File: config.mk
export PLATFORM = sky130hd
export DESIGN_NAME = gps_fix_acquisition_sequencer_top
export DESIGN_NICKNAME = d
export VERILOG_FILES = /design/src/sv/gfas_pkg.sv /design/src/sv/gfas_in_stage.sv /design/src/sv/gfas_seq_core.sv /design/src/sv/gps_fix_acquisition_sequencer_top.sv
export VERILOG_INCLUDE_DIRS = /design/src /design/src/sv
export SDC_FILE = /design/constraint.sdc
export NUM_CORES = 1
export LEC_CHECK = 0
export BUFFER_PORTS_ARGS = -buffer_cell sky130_fd_sc_hd__buf_2
export CORE_AREA = 4 4 99 120
export CTS_BUF_LIST = sky130_fd_sc_hd__clkbuf_4 sky130_fd_sc_hd__clkbuf_8 sky130_fd_sc_hd__clkbuf_16
export CTS_CLUSTER_DIAMETER = 120
export DETAILED_ROUTE_END_ITERATION = 10
export DIE_AREA = 0 0 103 124
export GPL_ROUTABILITY_DRIVEN = 0
export PLACE_DENSITY = 0.9
export SLEW_MARGIN = 25
export SYNTH_ARGS = -nofsm -noshare
export SYNTH_HDL_FRONTEND = slang
export SYNTH_HIERARCHICAL = 1
export SYNTH_SLANG_ARGS = --single-unit
File: constraint.sdc
create_clock -name clk -period 6.3 [get_ports clk]
set_input_delay 0.945 -clock clk [delete_from_list [all_inputs] [get_ports clk]]
set_output_delay 0.945 -clock clk [all_outputs]
set_load 0.05 [all_outputs]
File: src/sv/gps_fix_acquisition_sequencer_top_macros.svh
// Assertion macros used by the GNSS fix acquisition sequencer core module
`ifndef GPS_FIX_ACQUISITION_SEQUENCER_TOP_MACROS_SVH
`define GPS_FIX_ACQUISITION_SEQUENCER_TOP_MACROS_SVH

// Same-cycle implication, checked out of reset
`define GFAS_ASSERT_IMPL(label, ante, cons) \
	label: assert property (@(posedge clk) disable iff (!arst_n) (ante) |-> (cons)) \
		else $error("gfas assertion failed");

// Next-cycle implication, checked out of reset
`define GFAS_ASSERT_NEXT(label, ante, cons) \
	label: assert property (@(posedge clk) disable iff (!arst_n) (ante) |=> (cons)) \
		else $error("gfas assertion failed");

`endif

File: src/sv/gfas_pkg.sv
// Types and constants of the GNSS fix acquisition sequencer
package gfas_pkg;

	// Command codes
	localparam logic [1:0] OP_START = 2'd0;
	localparam logic [1:0] OP_STOP  = 2'd1;
	localparam logic [1:0] OP_EXEC  = 2'd2;

	// Sequencer phases; code seven behaves like done
	typedef logic [2:0] phase_t;
	localparam phase_t PH_IDLE       = 3'd0;
	localparam phase_t PH_POWER_UP   = 3'd1;
	localparam phase_t PH_POWER_WAIT = 3'd2;
	localparam phase_t PH_MSG_START  = 3'd3;
	localparam phase_t PH_MSG_WAIT   = 3'd4;
	localparam phase_t PH_RETRY      = 3'd5;
	localparam phase_t PH_DONE       = 3'd6;

	// Finish causes
	localparam logic [1:0] CAUSE_NONE    = 2'd0;
	localparam logic [1:0] CAUSE_FIX     = 2'd1;
	localparam logic [1:0] CAUSE_TIMEOUT = 2'd2;
	localparam logic [1:0] CAUSE_RETRIES = 2'd3;

	// Configuration register indexes and reset values
	localparam logic CFG_FIX_TIMEOUT = 1'b0;
	localparam logic CFG_MAX_RETRIES = 1'b1;
	localparam logic [15:0] FIX_TIMEOUT_RESET = 16'd900;
	localparam logic [2:0]  MAX_RETRIES_RESET = 3'd4;

	// One command item
	typedef struct packed {
		logic [1:0]  opcode;
		logic [31:0] now_seconds;
		logic        receiver_powered;
		logic        power_error;
		logic        sentence_ready;
		logic        fix_good;
		logic        message_error;
	} cmd_t;

	// One result item
	typedef struct packed {
		logic       busy_res;
		logic       do_power_restart;
		logic       do_power_down;
		logic       do_message_start;
		logic       do_message_stop;
		logic       select_modem_uart;
		logic       schedule_report;
		logic [1:0] finish_cause;
	} res_t;

endpackage

File: src/sv/gfas_in_stage.sv
// Input register stage: captures one command per transfer
module gfas_in_stage import gfas_pkg::*; (
	input  logic clk,
	input  logic arst_n,
	input  logic in_valid,
	output logic in_ready,
	input  cmd_t in_cmd,
	input  logic pop,
	output logic stage_valid,
	output cmd_t stage_cmd
);

	logic valid_s1;
	cmd_t cmd_s1;

	// Free when empty or when the held item moves on this cycle
	assign in_ready = !valid_s1 || pop;

	always_ff @(posedge clk or negedge arst_n) begin
		if (!arst_n) begin
			valid_s1 <= 1'b0;
		end else if (in_ready) begin
			valid_s1 <= in_valid;
		end
	end

	// Payload needs no reset
	always_ff @(posedge clk) begin
		if (in_valid && in_ready) begin
			cmd_s1 <= in_cmd;
		end
	end

	assign stage_valid = valid_s1;
	assign stage_cmd   = cmd_s1;

endmodule

File: src/sv/gfas_seq_core.sv
// Sequencer state, configuration registers and single-step next-state logic
module gfas_seq_core import gfas_pkg::*; (
	input  logic        clk,
	input  logic        arst_n,
	input  logic        cfg_wr_en,
	input  logic        cfg_addr,
	input  logic [15:0] cfg_wdata,
	input  logic        advance,
	input  cmd_t        cmd,
	output res_t        res
);

`include "gps_fix_acquisition_sequencer_top_macros.svh"

	logic [15:0] fix_timeout_q;
	logic [2:0]  max_retries_q;

	logic        running_q, running_d;
	phase_t      phase_q, phase_d;
	logic [2:0]  retry_q, retry_d;
	logic [31:0] start_time_q, start_time_d;
	logic [1:0]  pending_q, pending_d;

	logic [31:0] elapsed;
	logic [2:0]  retry_inc;

	assign elapsed   = cmd.now_seconds - start_time_q;
	assign retry_inc = retry_q + 3'd1;

	// Configuration writes
	always_ff @(posedge clk or negedge arst_n) begin
		if (!arst_n) begin
			fix_timeout_q <= FIX_TIMEOUT_RESET;
			max_retries_q <= MAX_RETRIES_RESET;
		end else if (cfg_wr_en) begin
			case (cfg_addr)
				CFG_FIX_TIMEOUT: fix_timeout_q <= cfg_wdata;
				CFG_MAX_RETRIES: max_retries_q <= cfg_wdata[2:0];
				default: ;
			endcase
		end
	end

	// One command step
	always_comb begin
		running_d    = running_q;
		phase_d      = phase_q;
		retry_d      = retry_q;
		start_time_d = start_time_q;
		pending_d    = pending_q;
		res          = '0;

		case (cmd.opcode)
			OP_START: begin
				if (!running_q) begin
					// start runs the power-up step at once
					running_d        = 1'b1;
					retry_d          = 3'd0;
					pending_d        = CAUSE_NONE;
					res.do_power_restart = 1'b1;
					phase_d          = PH_POWER_WAIT;
					start_time_d     = cmd.now_seconds;
				end
			end
			OP_STOP: begin
				// phase is kept, no report
				res.do_power_down     = 1'b1;
				res.do_message_stop   = 1'b1;
				res.select_modem_uart = 1'b1;
				running_d             = 1'b0;
			end
			OP_EXEC: begin
				if (running_q) begin
					case (phase_q)
						PH_IDLE: ;
						PH_POWER_UP: begin
							res.do_power_restart = 1'b1;
							phase_d              = PH_POWER_WAIT;
							start_time_d         = cmd.now_seconds;
						end
						PH_POWER_WAIT: begin
							if (cmd.receiver_powered) begin
								phase_d = PH_MSG_START;
							end else if (cmd.power_error) begin
								phase_d = PH_RETRY;
							end
						end
						PH_MSG_START: begin
							res.do_message_start = 1'b1;
							phase_d              = PH_MSG_WAIT;
						end
						PH_MSG_WAIT: begin
							if (cmd.sentence_ready) begin
								if (cmd.fix_good) begin
									pending_d = CAUSE_FIX;
									phase_d   = PH_DONE;
								end else if (elapsed > {16'd0, fix_timeout_q}) begin
									pending_d = CAUSE_TIMEOUT;
									phase_d   = PH_DONE;
								end else begin
									phase_d = PH_MSG_START;
								end
							end else if (cmd.message_error) begin
								phase_d = PH_RETRY;
							end
						end
						PH_RETRY: begin
							res.do_power_down = 1'b1;
							retry_d           = retry_inc;
							if (retry_inc < max_retries_q) begin
								phase_d = PH_POWER_UP;
							end else begin
								pending_d = CAUSE_RETRIES;
								phase_d   = PH_DONE;
							end
						end
						default: begin
							// done: shut down and report the cause
							res.do_power_down     = 1'b1;
							res.do_message_stop   = 1'b1;
							res.select_modem_uart = 1'b1;
							res.schedule_report   = 1'b1;
							res.finish_cause      = pending_q;
							running_d             = 1'b0;
							phase_d               = PH_IDLE;
							pending_d             = CAUSE_NONE;
						end
					endcase
				end
			end
			default: ;
		endcase

		res.busy_res = running_d;
	end

	// State update when an item leaves the input stage
	always_ff @(posedge clk or negedge arst_n) begin
		if (!arst_n) begin
			running_q    <= 1'b0;
			phase_q      <= PH_IDLE;
			retry_q      <= 3'd0;
			start_time_q <= 32'd0;
			pending_q    <= CAUSE_NONE;
		end else if (advance) begin
			running_q    <= running_d;
			phase_q      <= phase_d;
			retry_q      <= retry_d;
			start_time_q <= start_time_d;
			pending_q    <= pending_d;
		end
	end

	`GFAS_ASSERT_IMPL(a_cause_only_with_report, res.finish_cause != CAUSE_NONE, res.schedule_report)
	`GFAS_ASSERT_NEXT(a_report_clears_running, advance && res.schedule_report, !running_q && pending_q == CAUSE_NONE)
	`GFAS_ASSERT_NEXT(a_restart_enters_wait, advance && res.do_power_restart, phase_q == PH_POWER_WAIT && running_q)
	`GFAS_ASSERT_NEXT(a_start_clears_retries, advance && cmd.opcode == OP_START && !running_q, retry_q == 3'd0)

endmodule

File: src/sv/gps_fix_acquisition_sequencer_top.sv
// GNSS fix acquisition sequencer: top level with input stage, core and result register
//
// Usage:
//   Commands (start, stop, exec tick) arrive on the in_valid/in_ready channel together
//   with the seconds count and the power and message unit status flags.
//   Each accepted command yields exactly one result on out_valid/out_ready: the busy
//   flag, the command flags and, on completion, the finish cause.
//   A command taken on the input channel sits in the input register until the result
//   register can load; its result is then loaded there and raises out_valid.
//   Throughput: one command per cycle while the receiver keeps out_ready high; the state
//   update is a single pass of logic between the input and the result register.
//   When the receiver stalls (out_ready low) the result register holds its item, the
//   input register takes one more command, then in_ready drops until a transfer out.
//   Reset (arst_n low, asynchronous) clears the sequencer to idle, not running, zero
//   retries and restores fix_timeout_seconds = 900 and max_power_retries = 4.
//   Configuration writes (cfg_wr_en, cfg_addr, cfg_wdata) take effect at the clock
//   edge; the user makes them only while no command is in flight; the block does not enforce this.
module gps_fix_acquisition_sequencer_top import gfas_pkg::*; (
	input  logic        clk,
	input  logic        arst_n,
	// configuration
	input  logic        cfg_wr_en,
	input  logic        cfg_addr,
	input  logic [15:0] cfg_wdata,
	// command channel
	input  logic        in_valid,
	output logic        in_ready,
	input  logic [1:0]  opcode,
	input  logic [31:0] now_seconds,
	input  logic        receiver_powered,
	input  logic        power_error,
	input  logic        sentence_ready,
	input  logic        fix_good,
	input  logic        message_error,
	// result channel
	output logic        out_valid,
	input  logic        out_ready,
	output logic        busy_res,
	output logic        do_power_restart,
	output logic        do_power_down,
	output logic        do_message_start,
	output logic        do_message_stop,
	output logic        select_modem_uart,
	output logic        schedule_report,
	output logic [1:0]  finish_cause
);

	cmd_t in_cmd;
	cmd_t stage_cmd;
	logic stage_valid;
	logic out_load;
	logic pop;
	res_t step_res;
	res_t res_q;
	logic out_valid_q;

	assign in_cmd = '{
		opcode:           opcode,
		now_seconds:      now_seconds,
		receiver_powered: receiver_powered,
		power_error:      power_error,
		sentence_ready:   sentence_ready,
		fix_good:         fix_good,
		message_error:    message_error
	};

	// Result register can load when empty or being drained
	assign out_load = !out_valid_q || out_ready;
	assign pop      = stage_valid && out_load;

	gfas_in_stage u_in_stage (
		.clk        (clk),
		.arst_n     (arst_n),
		.in_valid   (in_valid),
		.in_ready   (in_ready),
		.in_cmd     (in_cmd),
		.pop        (pop),
		.stage_valid(stage_valid),
		.stage_cmd  (stage_cmd)
	);

	gfas_seq_core u_core (
		.clk      (clk),
		.arst_n   (arst_n),
		.cfg_wr_en(cfg_wr_en),
		.cfg_addr (cfg_addr),
		.cfg_wdata(cfg_wdata),
		.advance  (pop),
		.cmd      (stage_cmd),
		.res      (step_res)
	);

	// Result register valid
	always_ff @(posedge clk or negedge arst_n) begin
		if (!arst_n) begin
			out_valid_q <= 1'b0;
		end else if (out_load) begin
			out_valid_q <= stage_valid;
		end
	end

	// Result payload
	always_ff @(posedge clk) begin
		if (pop) begin
			res_q <= step_res;
		end
	end

	assign out_valid         = out_valid_q;
	assign busy_res          = res_q.busy_res;
	assign do_power_restart  = res_q.do_power_restart;
	assign do_power_down     = res_q.do_power_down;
	assign do_message_start  = res_q.do_message_start;
	assign do_message_stop   = res_q.do_message_stop;
	assign select_modem_uart = res_q.select_modem_uart;
	assign schedule_report   = res_q.schedule_report;
	assign finish_cause      = res_q.finish_cause;

endmodule
-- Word-level counts from Yosys, hierarchy flattened
Index checks and enable logic that the tools add are counted.
- reduce and logical (&&, ||, !) cells: 20
- equality and inequality tests: 18
- bitwise gates (word level): 3
- $add $sub $neg: 2
- order comparisons: 2
- multiplexer cells: 39
- operators with widths (cell ; count):
    2-to-1 mux 32 bit ; 3
    one-hot mux 32 bit (2 select lines) ; 1
    2-to-1 mux 3 bit ; 12
    > comparator 32 x 16 -> 1 bit ; 1
    subtractor 32 bit ; 1
    one-hot mux 3 bit (6 select lines) ; 1
    2-to-1 mux 2 bit ; 6
    one-hot mux 3 bit (2 select lines) ; 2
    != test 2 bit, second input constant ; 5
    AND reduction 5 bit ; 2
    2-to-1 mux 8 bit ; 1
    != test 4 bit, second input constant ; 2
    one-hot mux 2 bit (2 select lines) ; 2
    AND reduction 8 bit ; 1
    OR reduction 8 bit ; 1
    AND reduction 7 bit ; 1
    equality test 3 x 2 -> 1 bit, second input constant ; 2
    equality test 3 bit, second input constant ; 2
    2-to-1 mux 1 bit ; 6
    != test 3 bit, second input constant ; 2
    one-hot mux 2 bit (3 select lines) ; 1
    AND reduction 2 bit ; 3
    OR reduction 6 bit ; 1
    2-to-1 mux 5 bit ; 1
    other kinds (18) ; 24
- logic and storage cells: 108
- bits of input ports: 61
- output and inout port bits: 11
- bits in registers: 110

-- Depth between registers and ports, before layout
- word-level depth: 8
- mapped depth: 21
- depth with buffers taken out: 21

-- Modules after synthesis
The synthesis kept the hierarchy.
- by module, submodules not included (module ; times used ; seq. area each (sq um) ; cells an instance ; area each (sq um)):
    gfas_seq_core ; 1 ; 1507.7 ; 601 ; 5185.0
    gfas_in_stage ; 1 ; 1196.1 ; 43 ; 1224.9
    gps_fix_acquisition_sequencer_top ; 1 ; 295.3 ; 13 ; 314.1

-- Worst setup path before layout
No wires, ideal clock.
- path kind: register to register
- start point: reg u_in_stage.cmd_s1 (netlist bit u_in_stage/stage_cmd[8])
- end point: reg u_core.pending_q[1]
- path buffers: 0
- arrival time: 3.957 ns
- setup time: 0.123 ns
- period minus slack after synthesis: 4.080 ns
- data required time: 6.177 ns
- stages on the path, launching flop included: 17
- path slack: 2.220 ns
- cells stage by stage: edfxtp_1 -> ha_1 -> a21o_1 -> a21oi_1 -> a211oi_1 -> or3b_2 -> xor2_1 -> ha_1 -> nand4_1 -> a2111oi_0 -> nor4b_1 -> o22ai_1 -> a2111o_1 -> nor4b_4 -> and4_4 -> nor3_2 -> o221a_1
- word-level cells in the longest chain between the ends: 4
- ends and longest elaborated chain (element ; line ; text):
    start, declared ; gfas_in_stage.sv:14 ; cmd_t cmd_s1;
    start signal, assigned ; gfas_in_stage.sv:30 ; cmd_s1 <= in_cmd;
    subtractor 32 bit ; gfas_seq_core.sv:27 ; assign elapsed = cmd.now_seconds - start_time_q;
    > comparator 32 x 16 -> 1 bit ; gfas_seq_core.sv:97 ; end else if (elapsed > {16'd0, fix_timeout_q}) begin
    != test 4 x 3 -> 1 bit (no source line) ; - ;
    AND reduction 8 bit (no source line) ; - ;
    end signal, assigned ; gfas_seq_core.sv:150 ; pending_q <= pending_d;
    end, declared ; gfas_seq_core.sv:22 ; logic [1:0] pending_q, pending_d;
No other way between the ends.
A chain may end at the register's enable or synchronous reset.

-- Final worst setup path
- start point: reg u_core.start_time_q[0]
- end point: reg u_core.pending_q[1]
- word-level cells in the longest chain between the ends: 4
- ends and longest elaborated chain (element ; line ; text):
    start, declared ; gfas_seq_core.sv:21 ; logic [31:0] start_time_q, start_time_d;
    start signal, assigned ; gfas_seq_core.sv:149 ; start_time_q <= start_time_d;
    subtractor 32 bit ; gfas_seq_core.sv:27 ;
    > comparator 32 x 16 -> 1 bit ; gfas_seq_core.sv:97 ;
    != test 4 x 3 -> 1 bit (no source line) ; - ;
    AND reduction 8 bit (no source line) ; - ;
No other way between the ends.

==> metrics.txt <==
met2 Use GR=39.69%; ratio of cells with drive above 1 in the final layout=20.44%; Wirelength per Cell=16.32 um; total number of vias=5,211; CTS Hold Bufs=0; Post CTS Setup Buffer Count=0; Seq/Total Area, Yosys=44.60%; most frequent CP cell=a21oi_1; Cells after Synth=657; M3 GR Usage=3.249%; number of CTS-inserted buffers=9; setup TNS=0 ns; initial antenna violation count=0; Syn Std Cell Area=0.006724 mm2; overall power=3386 uW; Avg Vias per Cell=slightly above 6; largest net degree at the start of global routing=63; DR DRC count=0; P_sw=between 1000 and 1500 uW; dpl cells=840; dpl hpwl=slightly above 10 mm; post-cts gate resize count=0; Worst-Margin Slew=~0.79 ns; Die Footprint=around 0.013 mm2; VDD IR max=0.2042 mV; Area Overhead vs Synth=11.16%; slew margin rel.=47.46%; final wirelength=~14 mm; Netlist cell types=70; CP Max Fanout=4; CTS tree=yes; Synth Warn #=6; Synth Flop Type=dfrtp_1; part of the power in the clock network=between 15 and 20%; antenna cells=0; fin worst setup slack=1.711 ns; drt pass-1 iters=5; critical path's slowest cell=fa_1; initial DRC count=435; cell family contributing the most delay on the critical path=compound AO/OA/AOI/OAI gates; Synth async-reset ratio=56.36%; Hold Path Class=reg2reg; CP Buf/Inv Count=0; grt ovf=0; WP data arrival=4.82 ns; Worst setup SP type=flip-flop; Routed Antenna Nets=0; Reg clk slew, reported paths=~0.070 ns; global-route wire length before repair=23.67 mm; final std cells w/o fill=856; Fin Clk Skew=about 0.0042 ns; Worst Setup End Kind=flip-flop; worst slack, placed=1.814 ns; cell internal pwr=1987 uW; critical path, cell by cell=ha_1 > fa_1 > nand2b_1 > a21oi_1 > o21ai_0 > nand2_1 > a21oi_1 > xnor2_1 > ha_1 > a21oi_1 > nand2_1 > a21oi_1 > nor4b_1 > o22ai_1 > a2111o_1 > nor4b_4 > and4_4 > nor3_2 > o221a_1; grt peak-use layer=met2; Max Clock Freq=0.2179 GHz; syn nets=773; CP peak stage delay=a little over 0.4 ns; register bit count reported by yosys=110; Hold WS=around 0.51 ns; top-area cell type share of the netlist area=21.44%; num rows=42; Req. time, crit path=between 6 and 7 ns; Final min period=~4.6 ns; CTS Root Cell=clkbuf_16; ranking of synthesized cells by area=edfxtp_1 (21%), dfrtp_1 (21%), ha_1 (10%); Die H=approximately 120 um; clock sink count=110; MaxCap Viol Count=0; core area=0.01083 mm2; die width=~100 um; unrepaired setup endpoints after global routing=false; final period utilization=72.84%; leakage dissipation=around 0.0033 uW; final slew viol count=0; Worst Setup Path Type=reg2reg; switching share of power=about two fifths; fin nets=approximately 840; H-tree depth=3; Ports=between 70 and 80; initial core utilization=62.11%; Pwr Density=453.0 mW/mm2; synthesized area per cell=10.23 um2; CTS Buffer Depth=2; Final Hold Viols=0; M1 GR Usage=29.63%; Seq pwr share=between 30% and 40%; Clock Latency Late Sink=0.34 ns; Post-synth EDFFs=48; Comb pwr share=52.4%; total track usage=23.25%; top cells by count, synth=inv_1 (62), nand2_1 (62), dfrtp_1 (57); FILL cells=753; area leader, netlist=edfxtp_1; Finish-stage setup viols=0; PortBufs=between 70 and 80; outcome=finished, final reports clean; vias in the first global route=5,198
[cell families (layout without fill, tap and decap cells)]
group           after synthesis  after routing  share of synthesized area [%]
compound gates              168            168                          16.21
xor+xnor                     22             22                          2.866
buf+inv                      85            152                          5.229
flops                       110            110                          44.60
mux                          39             39                          6.457
fa+ha+maj                    55             55                          10.35
simple gates                178            178                          14.29
[sequential cells by signal (all words and copies together), names as in the netlist]
| register | flops |
|---|---|
| busy_res | 1 |
| do_message_start | 1 |
| do_message_stop | 1 |
| do_power_down | 1 |
| do_power_restart | 1 |
| finish_cause | 2 |
| out_valid | 1 |
| schedule_report | 1 |
| select_modem_uart | 1 |
| u_core/fix_timeout_q | 16 |
| u_core/max_retries_q | 3 |
| u_core/pending_q | 2 |
| u_core/phase_q | 3 |
| u_core/retry_q | 3 |
| u_core/running_q | 1 |
| u_core/start_time_q | 32 |
| u_in_stage/stage_cmd | 39 |
| u_in_stage/stage_valid | 1 |
[layer usage]
metal  part of all wire [%]  vias to the layer above
li1                       -                     2501
met1                     41                     2444
met2                     51                      221
met3                    5.3                       45
met4                    3.0                        0
met5                      0                        -
[stage by stage]
stage	utilization, %	area (um2)
floorplan	-	6724
global placement	66.07	7152
detailed placement	66.07	7152
CTS	69.05	7475
global route	69.05	7475
finish	69.05	7475
[cells in the final DEF (no fill, tap or decap), types with 3 or more instances in the layout]
| cell | instances |
|---|---|
| a21oi_1 | 38 |
| nor4b_1 | 3 |
| clkbuf_16 | 11 |
| nor3_1 | 8 |
| nor3b_1 | 3 |
| o21a_1 | 13 |
| a21boi_0 | 4 |
| edfxtp_1 | 48 |
| a211oi_1 | 10 |
| o21ai_2 | 3 |
| nor2b_1 | 13 |
| o211ai_1 | 10 |
| nor2_1 | 20 |
| o22ai_1 | 3 |
| and3_1 | 4 |
| nor4_1 | 3 |
| buf_2 | 71 |
| nand3_1 | 12 |
| inv_1 | 62 |
| dfstp_2 | 5 |
| o21ai_0 | 47 |
| xor2_1 | 9 |
| buf_4 | 3 |
| and2_1 | 4 |
| a21oi_2 | 3 |
| nand2b_1 | 13 |
| a31oi_1 | 4 |
| o31ai_1 | 3 |
| and4_1 | 5 |
| a21o_1 | 8 |
| nand4_1 | 15 |
| nand2_1 | 62 |
| dfrtp_1 | 57 |
| mux2i_1 | 4 |
| mux2_2 | 35 |
| ha_1 | 54 |
| xnor2_1 | 13 |
[cell type report]
cell class,instances,area (um2),share of cell area (%)
clock buffer,12,289.0,3.867
sequential,110,2999,40.12
inverter,62,232.7,3.113
clock inverter,4,33.78,0.4520
multi-input combinational,462,3377,45.18
timing repair buffer,74,377.9,5.055
tap,132,165.2,2.210
[power by group through the flow]
| stage | clock network, uW | logic [uW] | registers, uW |
|---|---|---|---|
| final | 584 | 1780 | 1030 |
| after global routing | 625 | 1980 | 1050 |
| after CTS | 595 | 1740 | 1020 |
| after detailed placement | 0 | 1710 | 1040 |
| after global placement | 0 | 1640 | 1020 |
| after floorplan | 0 | 1390 | 1010 |
[final timing paths]
path / to / from / cells after the start / slack (ns)
max: u_core/pending_q[1]$_DFFE_PN0P_ / u_core/start_time_q[0]$_DFFE_PN0P_ / 19 / 1.71
min: u_core/start_time_q[17]$_DFFE_PN0P_ / u_core/start_time_q[17]$_DFFE_PN0P_ / 1 / 0.51
max reg2reg: u_core/pending_q[1]$_DFFE_PN0P_ / u_core/start_time_q[0]$_DFFE_PN0P_ / 19 / 1.71
min reg2reg: u_core/start_time_q[17]$_DFFE_PN0P_ / u_core/start_time_q[17]$_DFFE_PN0P_ / 1 / 0.51
max in group asynchronous: u_core/start_time_q[2]$_DFFE_PN0P_ / arst_n / 2 / 5.03
min in group asynchronous: u_core/start_time_q[25]$_DFFE_PN0P_ / arst_n / 2 / 0.77
Power figures use the tool's default switching activity.
